`config.mk`:
```
export PLATFORM = sky130hd
export DESIGN_NAME = utf8_sequence_validator
export DESIGN_NICKNAME = d
export VERILOG_FILES = /design/src/sv/utf8v_pkg.sv /design/src/sv/utf8v_seq_core.sv /design/src/sv/utf8_sequence_validator.sv
export SDC_FILE = /design/constraint.sdc
export NUM_CORES = 1
export LEC_CHECK = 0
export BUFFER_PORTS_ARGS = -buffer_cell sky130_fd_sc_hd__buf_4
export CORE_UTILIZATION = 56
export DETAILED_ROUTE_END_ITERATION = 8
export MAX_ROUTING_LAYER = met4
export PLACE_DENSITY = 0.8
export SLEW_MARGIN = 20
export SYNTH_ARGS = -nofsm -noshare
export SYNTH_HDL_FRONTEND = slang
export SYNTH_SLANG_ARGS = --single-unit
```
`constraint.sdc`:
```
create_clock -name aclk -period 4.7 [get_ports aclk]
set_clock_uncertainty 0.2 [all_clocks]
set_input_delay 0.94 -clock aclk [delete_from_list [all_inputs] [get_ports aclk]]
set_output_delay 0.94 -clock aclk [all_outputs]
set_load 0.03 [all_outputs]
```
`src/sv/utf8v_pkg.sv`:
```
`timescale 1ns / 1ps
// ----------------------------------------------------------------------------
// utf8v_pkg
// Shared types and byte-class constants for the UTF-8 sequence validator.
// ----------------------------------------------------------------------------
package utf8v_pkg;

    localparam int BYTE_W     = 8;
    localparam int MAX_SEQ    = 4;
    localparam int LEN_W      = 3;
    localparam int NEED_W     = 2;
    localparam int SEQ_BITS_W = BYTE_W * MAX_SEQ;
    localparam int OUT_DATA_W = 40;  // length + bytes, padded to whole bytes

    // Byte-class masks and patterns
    localparam logic [7:0] MASK_LEAD4  = 8'hF8;
    localparam logic [7:0] MASK_LEAD3  = 8'hF0;
    localparam logic [7:0] MASK_LEAD2  = 8'hE0;
    localparam logic [7:0] MASK_CONT   = 8'hC0;
    localparam logic [7:0] PAT_LEAD4   = 8'hF0;
    localparam logic [7:0] PAT_LEAD3   = 8'hE0;
    localparam logic [7:0] PAT_LEAD2   = 8'hC0;
    localparam logic [7:0] PAT_CONT    = 8'h80;
    localparam logic [7:0] OVL2_MASK   = 8'h1E;
    localparam logic [7:0] OVL4_MASK   = 8'h07;
    localparam logic [7:0] OVL4_SECOND = 8'h30;
    localparam logic [7:0] LEAD3_E0    = 8'hE0;
    localparam logic [7:0] MIN3_SECOND = 8'hA0;

    typedef enum logic [1:0] {
        ST_OK      = 2'd0,
        ST_INVALID = 2'd1,
        ST_TRUNC   = 2'd2,
        ST_END     = 2'd3
    } status_t;

    typedef struct packed {
        logic                    valid;
        status_t                 status;
        logic [LEN_W-1:0]        seq_len;
        logic [SEQ_BITS_W-1:0]   seq_bytes;
    } seq_result_t;

endpackage

```
`src/sv/utf8v_seq_core.sv`:
```
`timescale 1ns / 1ps
// ----------------------------------------------------------------------------
// utf8v_seq_core
// Sequence state (held bytes, counts) and the per-word decode step.
// ----------------------------------------------------------------------------
module utf8v_seq_core (
    input  logic                        aclk,
    input  logic                        aresetn,
    input  logic                        advance,
    input  logic [utf8v_pkg::BYTE_W-1:0] data_byte,
    input  logic                        end_marker,
    output utf8v_pkg::seq_result_t      result
);
    import utf8v_pkg::*;

    logic [BYTE_W-1:0] held_reg  [MAX_SEQ];
    logic [BYTE_W-1:0] held_next [MAX_SEQ];
    logic [BYTE_W-1:0] eff       [MAX_SEQ];
    logic [NEED_W-1:0] needed_reg, needed_next;
    logic [LEN_W-1:0]  collected_reg, collected_next;
    logic              finish;
    logic [LEN_W-1:0]  fin_len;
    logic              overlong;

    always_comb begin
        held_next      = held_reg;
        eff            = held_reg;
        needed_next    = needed_reg;
        collected_next = collected_reg;
        finish         = 1'b0;
        fin_len        = '0;
        overlong       = 1'b0;
        result         = '{valid: 1'b0, status: ST_OK, seq_len: '0, seq_bytes: '0};

        if (end_marker) begin
            result.valid   = 1'b1;
            result.status  = (needed_reg != '0) ? ST_TRUNC : ST_END;
            needed_next    = '0;
            collected_next = '0;
        end else if (needed_reg == '0) begin
            eff[0]         = data_byte;
            held_next[0]   = data_byte;
            collected_next = LEN_W'(1);
            if (!data_byte[7]) begin
                finish  = 1'b1;
                fin_len = LEN_W'(1);
            end else if ((data_byte & MASK_LEAD2) == PAT_LEAD2) begin
                needed_next = NEED_W'(1);
            end else if ((data_byte & MASK_LEAD3) == PAT_LEAD3) begin
                needed_next = NEED_W'(2);
            end else if ((data_byte & MASK_LEAD4) == PAT_LEAD4) begin
                needed_next = NEED_W'(3);
            end else begin
                result.valid   = 1'b1;
                result.status  = ST_INVALID;
                collected_next = '0;
            end
        end else if ((data_byte & MASK_CONT) != PAT_CONT) begin
            result.valid   = 1'b1;
            result.status  = ST_INVALID;
            needed_next    = '0;
            collected_next = '0;
        end else begin
            eff[collected_reg[1:0]]       = data_byte;
            held_next[collected_reg[1:0]] = data_byte;
            collected_next = LEN_W'(collected_reg + LEN_W'(1));
            needed_next    = NEED_W'(needed_reg - NEED_W'(1));
            if (needed_reg == NEED_W'(1)) begin
                finish  = 1'b1;
                fin_len = collected_next;
            end
        end

        if (finish) begin
            case (fin_len)
                LEN_W'(2): overlong = (eff[0] & OVL2_MASK) == '0;
                LEN_W'(3): overlong = (eff[0] == LEAD3_E0) && (eff[1] < MIN3_SECOND);
                LEN_W'(4): overlong = ((eff[0] & OVL4_MASK) == '0)
                                   && ((eff[1] & OVL4_SECOND) == '0);
                default:   overlong = 1'b0;
            endcase
            result.valid   = 1'b1;
            needed_next    = '0;
            collected_next = '0;
            if (overlong) begin
                result.status = ST_INVALID;
            end else begin
                result.status  = ST_OK;
                result.seq_len = fin_len;
                for (int i = 0; i < MAX_SEQ; i++) begin
                    if (LEN_W'(i) < fin_len) begin
                        result.seq_bytes[i*BYTE_W +: BYTE_W] = eff[i];
                    end
                end
            end
        end
    end

    always_ff @(posedge aclk) begin
        if (!aresetn) begin
            needed_reg    <= '0;
            collected_reg <= '0;
        end else if (advance) begin
            needed_reg    <= needed_next;
            collected_reg <= collected_next;
        end
    end

    // held bytes: payload only, no reset
    always_ff @(posedge aclk) begin
        if (advance) begin
            held_reg <= held_next;
        end
    end

endmodule

```
`src/sv/utf8_sequence_validator.sv`:
```
`timescale 1ns / 1ps
// ----------------------------------------------------------------------------
// utf8_sequence_validator
// Groups a byte stream into UTF-8 sequences and reports each one packed with
// its length, or flags invalid, truncated and end-of-stream conditions.
// ----------------------------------------------------------------------------
//
//  channel | dir | ports                          | contents
//  --------+-----+--------------------------------+-----------------------------
//  s_      | in  | s_tvalid s_tready s_tdata s_tlast | one stream byte or end mark
//  m_      | out | m_tvalid m_tready m_tdata m_tuser | sequence, status
//
//  - One word per cycle sustained while the m_ side does not stall; a word passes
//    from the input register through the decode step into the result register.
//  - Continuation bytes mid-sequence produce no output word; the completing
//    byte produces one.
//  - aresetn is synchronous, active low; it clears valid flags and the
//    sequence counters. Held bytes are not reset.
//  - A stalled m_ side holds the result register; the input register keeps
//    taking a word as long as the step behind it can advance.
// ----------------------------------------------------------------------------
module utf8_sequence_validator (
    input  logic                              aclk,
    input  logic                              aresetn,
    input  logic                              s_tvalid,
    output logic                              s_tready,
    input  logic [utf8v_pkg::BYTE_W-1:0]      s_tdata,   // [7:0] data_byte
    input  logic                              s_tlast,   // end_marker
    output logic                              m_tvalid,
    input  logic                              m_tready,
    output logic [utf8v_pkg::OUT_DATA_W-1:0]  m_tdata,   // [2:0] sequence_length,
                                                         // [34:3] sequence_bytes,
                                                         // [39:35] zero
    output logic [1:0]                        m_tuser    // [1:0] status
);
    import utf8v_pkg::*;

    // input register
    logic              in_valid_reg, in_valid_next;
    logic [BYTE_W-1:0] in_byte_reg;
    logic              in_end_reg;

    // result register
    logic                  out_valid_reg, out_valid_next;
    status_t               out_status_reg;
    logic [LEN_W-1:0]      out_len_reg;
    logic [SEQ_BITS_W-1:0] out_bytes_reg;

    logic        advance;
    seq_result_t result;

    // step the held word when the result register is free or draining
    assign advance  = in_valid_reg && (!out_valid_reg || m_tready);
    assign s_tready = !in_valid_reg || advance;

    utf8v_seq_core u_core (
        .aclk       (aclk),
        .aresetn    (aresetn),
        .advance    (advance),
        .data_byte  (in_byte_reg),
        .end_marker (in_end_reg),
        .result     (result)
    );

    always_comb begin
        in_valid_next = in_valid_reg;
        if (s_tready) begin
            in_valid_next = s_tvalid;
        end
        out_valid_next = out_valid_reg;
        if (advance && result.valid) begin
            out_valid_next = 1'b1;
        end else if (m_tready) begin
            out_valid_next = 1'b0;
        end
    end

    always_ff @(posedge aclk) begin
        if (!aresetn) begin
            in_valid_reg  <= 1'b0;
            out_valid_reg <= 1'b0;
        end else begin
            in_valid_reg  <= in_valid_next;
            out_valid_reg <= out_valid_next;
        end
    end

    always_ff @(posedge aclk) begin
        if (s_tready && s_tvalid) begin
            in_byte_reg <= s_tdata;
            in_end_reg  <= s_tlast;
        end
        if (advance && result.valid) begin
            out_status_reg <= result.status;
            out_len_reg    <= result.seq_len;
            out_bytes_reg  <= result.seq_bytes;
        end
    end

    assign m_tvalid = out_valid_reg;
    assign m_tuser  = out_status_reg;
    assign m_tdata  = {{(OUT_DATA_W - SEQ_BITS_W - LEN_W){1'b0}}, out_bytes_reg, out_len_reg};

endmodule
```
### Word-level counts from Yosys, hierarchy flattened

Index checks and enable logic that the tools add are counted.

* add/subtract/negate cells: 2
* multipliers: 0
* divide/modulo/power cells: 0
* order comparisons: 7
* equality and inequality tests: 11
* shift operators: 0
* muxes and demuxes: 52
* bitwise gates (word level): 6
* reductions and logical operators: 22

Operators by type and width (count)
* 32-bit two-way mux: 2
* 3-bit two-way mux: 18
* 8-bit two-way mux: 6
* 38-bit two-way mux: 1
* 35-bit two-way mux: 1
* 32-bit bitwise mux: 1
* 8-bit logical NOT: 3
* 24-bit two-way mux: 1
* 8-bit demux with 2-bit select: 1
* 2-bit two-way mux: 8
* 1-bit two-way mux: 12
* 3-bit OR reduction: 4
* 8-bit equality test, second input constant: 1
* 8-bit less-than comparator, second input constant: 1
* 3-bit by 2-bit equality test with 1-bit output, second input constant: 2
* 3-bit equality test, second input constant: 2
* 1-bit logical AND: 6
* 1-bit by 3-bit less-than comparator with 1-bit output, first input constant: 2
* 2-bit by 3-bit less-than comparator with 1-bit output, first input constant: 2
* 6-bit by 5-bit inequality test with 1-bit output, second input constant: 1
* 5-bit equality test, second input constant: 1
* 1-bit inverter: 5
* 4-bit equality test, second input constant: 1
* 4-bit by 3-bit inequality test with 1-bit output, second input constant: 1
* 14 further kinds: 17

* register bits: 85
* bits in latches: 0
* memory bits (writable): 0
* memory bits (read-only): 0
* input bits: 13
* memories kept: 0

### Depth between registers and ports, before layout

* depth after elaboration: 17
* gate-level depth with buffers: 10
* gate-level depth less buffers: 8

### Hierarchy

From an unflattened synthesis, not the netlist that was laid out.

* cells, all modules: 298
* area, all modules: 4001.3 um2

By module, submodules not included
* utf8v_seq_core: instances 1, cells an instance 233, area an instance 2466.1 um2, seq. area each 1061.0 um2
* utf8_sequence_validator: instances 1, cells an instance 65, area an instance 1535.2 um2, seq. area each 1421.4 um2

### Worst setup path after synthesis

No wires, ideal clock.

* path type: flip-flop to flip-flop
* start: register u_core.needed_reg[0]
* end: register out_status_reg[0], in the netlist m_tuser[0], enable pin
* setup time: 433 ps
* arrival: 2753 ps
* data required time: 4067 ps
* slack: 1315 ps
* cell stages (with the launch flop): 7
* buffers on the path: 1
* period minus slack after synthesis: 3385 ps
* cell sequence: dfxtp_1 > inv_1 > ha_1 > buf_2 > o21ai_0 > nor2_1 > nor2_1

* cells in the longest elaborated chain, start to end: 7

RTL lines
* start: declaration: RTL line utf8v_seq_core.sv:19 `logic [NEED_W-1:0] needed_reg, needed_next;`
* start signal: assignment: RTL line utf8v_seq_core.sv:104 `needed_reg <= needed_next;`
* 2-bit by 1-bit equality test with 1-bit output: RTL line utf8v_seq_core.sv:68 `if (needed_reg == NEED_W'(1)) begin`
* 1-bit two-way mux: RTL line utf8v_seq_core.sv:68
* 1-bit two-way mux: RTL line utf8v_seq_core.sv:58 `end else if ((data_byte & MASK_CONT) != PAT_CONT) begin`
* 1-bit two-way mux: RTL line utf8v_seq_core.sv:40 `end else if (needed_reg == '0) begin`
* 1-bit two-way mux: RTL line utf8v_seq_core.sv:35 `if (end_marker) begin`
* 38-bit two-way mux *: RTL line utf8v_seq_core.sv:74 `if (finish) begin`
* 1-bit logical AND *: RTL line utf8_sequence_validator.sv:93 `if (advance && result.valid) begin`
* end signal: assignment: RTL line utf8_sequence_validator.sv:94 `out_status_reg <= result.status;`
* end: declaration: RTL line utf8_sequence_validator.sv:45 `status_t out_status_reg;`

Mark *: on every way between the ends. The rest lies on a longest branch, timed or not.
A chain may end at the register's enable or synchronous reset.

==> results.md <==
Outcome:
- The run finished, with violations left.
- The checks that failed: DRC.

Die:
- The die width is around 84 um.
- The initial core utilization is between 50 and 60%.
- After floorplanning, the core was divided into 29 placement rows.
- The floorplan step defined a core boundary enclosing roughly 0.0065 mm2.
- The die is about 84 um tall.
- The area of the die is between 0.007 and 0.008 mm2.
- For this design the top-level I/O count stands at between 50 and 60.

Layout:
- The number of inserted diodes is 0.
- The finished cells cover 0.00447 mm2.
- Leaving out fill and tap cells, the most frequent cell in the layout is sky130_fd_sc_hd__edfxtp_1.
- Of the cells placed in the final design, the portion with a size suffix greater than 1 is about 29%.
- The final layout contains 350 nets.
- The library cells used most frequently in the layout, excluding fill and tap cells, are 78 x sky130_fd_sc_hd__edfxtp_1, 52 x sky130_fd_sc_hd__buf_4, 27 x sky130_fd_sc_hd__nor2b_1.
- The area growth from synthesis to layout is 17.4%.

Yosys:
- The area share of the largest cell type after synthesis is about three fifths.
- The number of different library cells used by synthesis comes to 50.
- In this run the cell area of the synthesized design comes to around 0.0038 mm2.
- After synthesis, flip-flops and latches occupy 65.3% of the total area.
- The most instantiated flip-flop cell in the synthesis netlist is sky130_fd_sc_hd__edfxtp_1.
- A synthesized cell averages approximately 14 um2.
- The count of flip-flops with a built-in enable after synthesis is 78.
- In the synthesized netlist the async set-or-reset flop fraction comes to 0%.
- After technology mapping, the gate count stands at 276.
- Ranked by total cell area, the synthesized netlist is headed by sky130_fd_sc_hd__edfxtp_1 62%, sky130_fd_sc_hd__mux2_2 7.1%, sky130_fd_sc_hd__nor2b_1 4.4%, sky130_fd_sc_hd__dfxtp_1 3.7%, sky130_fd_sc_hd__ha_1 2.0%.
- The cell taking the most area after synthesis is sky130_fd_sc_hd__edfxtp_1.
- The number of warnings reported in the yosys synthesis log is 0.
- The post-synthesis register bit count is 85.

Global route:
- In the global route stage, overall resource usage came out at ~23%.
- The pin count of the biggest net entering global routing is 39.
- The first-pass GRT wire length is approximately 12000 um.
- The number of antenna violations at the first check in global routing is 0.
- The via count of the first global-routing pass is ~2400.
- The final global-route overflow total is 0.

STA:
- In the finished design, the share of the clock period the worst path needs comes to between 80 and 90%.
- Measured against its own limit, the worst slew margin works out to approximately 26%.
- The tightest hold path in the finished design has a slack of 0.336 ns.
- For the pin with the worst max-slew slack, the measured transition is 1.11 ns.
- The shortest period the worst path allows is 3.80 ns.
- The fmax is ~260 MHz.
- After layout, the worst setup slack is roughly 0.90 ns.
- The number of max-slew violations in the final report is 0.
- The number of endpoints with negative hold slack in the final report was 0.
- The number of failing setup endpoints in the final timing report is 0.
- After routing, the total negative slack on setup checks comes to 0 ns.
- Setup repair after global routing left no endpoint under its margin.

Placement:
- The routability congestion estimate is approximately 0.86.
- Buffers placed on the I/O ports in this run total ~50.
- The placed standard-cell area is about 0.0042 mm2.
- Timing analysis after detailed placement gives a worst setup slack of around 0.94 ns.
- The HPWL after detailed placement is 4910 um.

Critical path:
- Along the worst path, the maximum fanout reaches 12.
- By startpoint and endpoint, the worst setup path is classified as reg -> reg.
- The required time at the worst-slack endpoint is 4.57 ns.
- The data arrival time of the critical path is between 3 and 4 ns.
- The sort of element at the end of the critical path is a register.
- The worst setup path startpoint is u_core.needed_reg[0].
- The startpoint identified for the worst register-to-register timing path is u_core.needed_reg[0].
- The worst setup path is launched from a register.

Pwr:
- Dividing total power by cell area gives a power density of roughly 360 mW/mm2.
- The total power is between 1500 and 2000 uW.
- In this run the static leakage power is 0.00157 uW.
- The worst-case IR drop observed on VDD is around 0.23 mV.

Detailed routing:
- The routed design has roughly 7300 um of wire.
- The post-route DRC violation count is 12.
- Detailed routing inserted a total of between 2000 and 2500 vias.
- The number of violations reported at the end of detailed-routing iteration 0 is ~180.
- In the final routed layout, each cell accounts on average for between 15 and 20 um.
- In this run the remaining antenna-violating nets after routing total 0.
- The first TritonRoute pass finished after 6 iterations.
- Using the TritonRoute via totals, the vias-per-cell ratio works out to approximately 5.8.

Clock tree:
- The CTS root buffer is sky130_fd_sc_hd__clkbuf_8.
- The clock latency on the worst-skew pair is 0.35 ns.
- The number of buffers inserted to repair setup after CTS is 0.
- The number of H-tree levels is 3.
- The longest clock path from root to sink contains 2 buffers.
- In this run, post-CTS hold repair placed 0 buffers.
- The clock slew seen by the registers of the worst setup and hold paths is 0.09 ns.
- TritonCTS built the clock tree.
- The total of cells resized after clock tree synthesis is 0.
- The number of buffers added by the clock tree synthesis step is 9.
- The clock net in this run drives a total of 85 sinks.

Flow run:
- Across the run, the number of max-cap violations was 0.

Worst hold path:
- The worst hold path belongs to the class reg -> reg.
- The hold path startpoint is u_core.needed_reg[1].
-- layer usage --
layer / vias up / routed length [um] / GRT usage (%)
met5: - / 0 / -
met4: 0 / 178 / 11.2
met3: 15 / 394 / 4.82
met2: 83 / 3550 / 35.6
met1: 1179 / 3190 / 29.1
li1: 1123 / - / -
-- critical path, cell delays in order, from the launching register on --
cell and delay, ns:
sky130_fd_sc_hd__dfxtp_1 0.37, sky130_fd_sc_hd__inv_1 0.08, sky130_fd_sc_hd__ha_1 0.36, sky130_fd_sc_hd__and2b_1 0.29, sky130_fd_sc_hd__nor2_1 0.44, sky130_fd_sc_hd__mux2_2 0.43
sky130_fd_sc_hd__or4_1 0.47, sky130_fd_sc_hd__a21oi_1 0.72, sky130_fd_sc_hd__nor3b_1 0.16
-- metrics by stage --
stage,cells,utilization (%)
after CTS,413,69.2
after floorplan,280,-
after global routing,413,69.2
after detailed placement,397,65.7
after global placement,397,65.7
final,413,69.2
-- cell type report --
type | instances | area (um2)
clock buffers | 10 | 128
clock inverters | 6 | 95.1
fillers | 457 | 1990
inverters | 10 | 37.5
multi-input cells | 173 | 1240
flip-flops and latches | 85 | 2480
well taps | 77 | 96.3
repair buffers | 52 | 390
-- kinds of logic (layout without fill, tap and decap cells) --
kind of cell,count (synthesis),count (layout),share of synthesized area (%)
simple gates,94,94,14.9
compound gates,39,39,6.65
mux,27,27,7.89
fa+ha+maj,6,6,1.97
flops,85,85,65.3
xor+xnor,2,2,0.461
buf+inv,22,78,2.80
other cells,1,5,0.0986
-- path summary, 6_finish.rpt --
| kind | endpoint | slack, ns | cells past startpoint |
|---|---|---|---|
| setup / recovery | out_bytes_reg[26] | 0.90 | 8 |
| hold / removal | u_core.needed_reg[1] | 0.34 | 2 |
| setup reg to reg | out_bytes_reg[26] | 0.90 | 8 |
| hold reg to reg | u_core.needed_reg[1] | 0.34 | 2 |
-- power by group --
| group | total (uW) | switching, uW | internal, uW |
|---|---|---|---|
| logic | 136 | 86.1 | 49.7 |
| clock network | 575 | 270 | 305 |
| registers | 877 | 19.8 | 858 |
| total | 1590 | 376 | 1210 |
-- cells in the mapped netlist (3+ instances only) --
cell type,instances
sky130_fd_sc_hd__edfxtp_1,78
sky130_fd_sc_hd__nor2b_1,27
sky130_fd_sc_hd__mux2_2,24
sky130_fd_sc_hd__nand2_1,15
sky130_fd_sc_hd__nor2_1,13
sky130_fd_sc_hd__a21oi_1,10
sky130_fd_sc_hd__inv_1,10
sky130_fd_sc_hd__o21ai_0,9
sky130_fd_sc_hd__nor3b_1,8
sky130_fd_sc_hd__dfxtp_1,7
sky130_fd_sc_hd__nand2b_1,7
sky130_fd_sc_hd__ha_1,6
sky130_fd_sc_hd__buf_4,5
sky130_fd_sc_hd__and2_1,4
sky130_fd_sc_hd__buf_2,4
sky130_fd_sc_hd__nand3_1,4
sky130_fd_sc_hd__a21boi_0,3
sky130_fd_sc_hd__clkbuf_1,3
sky130_fd_sc_hd__mux2i_1,3
sky130_fd_sc_hd__or4_1,3
Note: power is estimated with default switching activity, not from simulation.
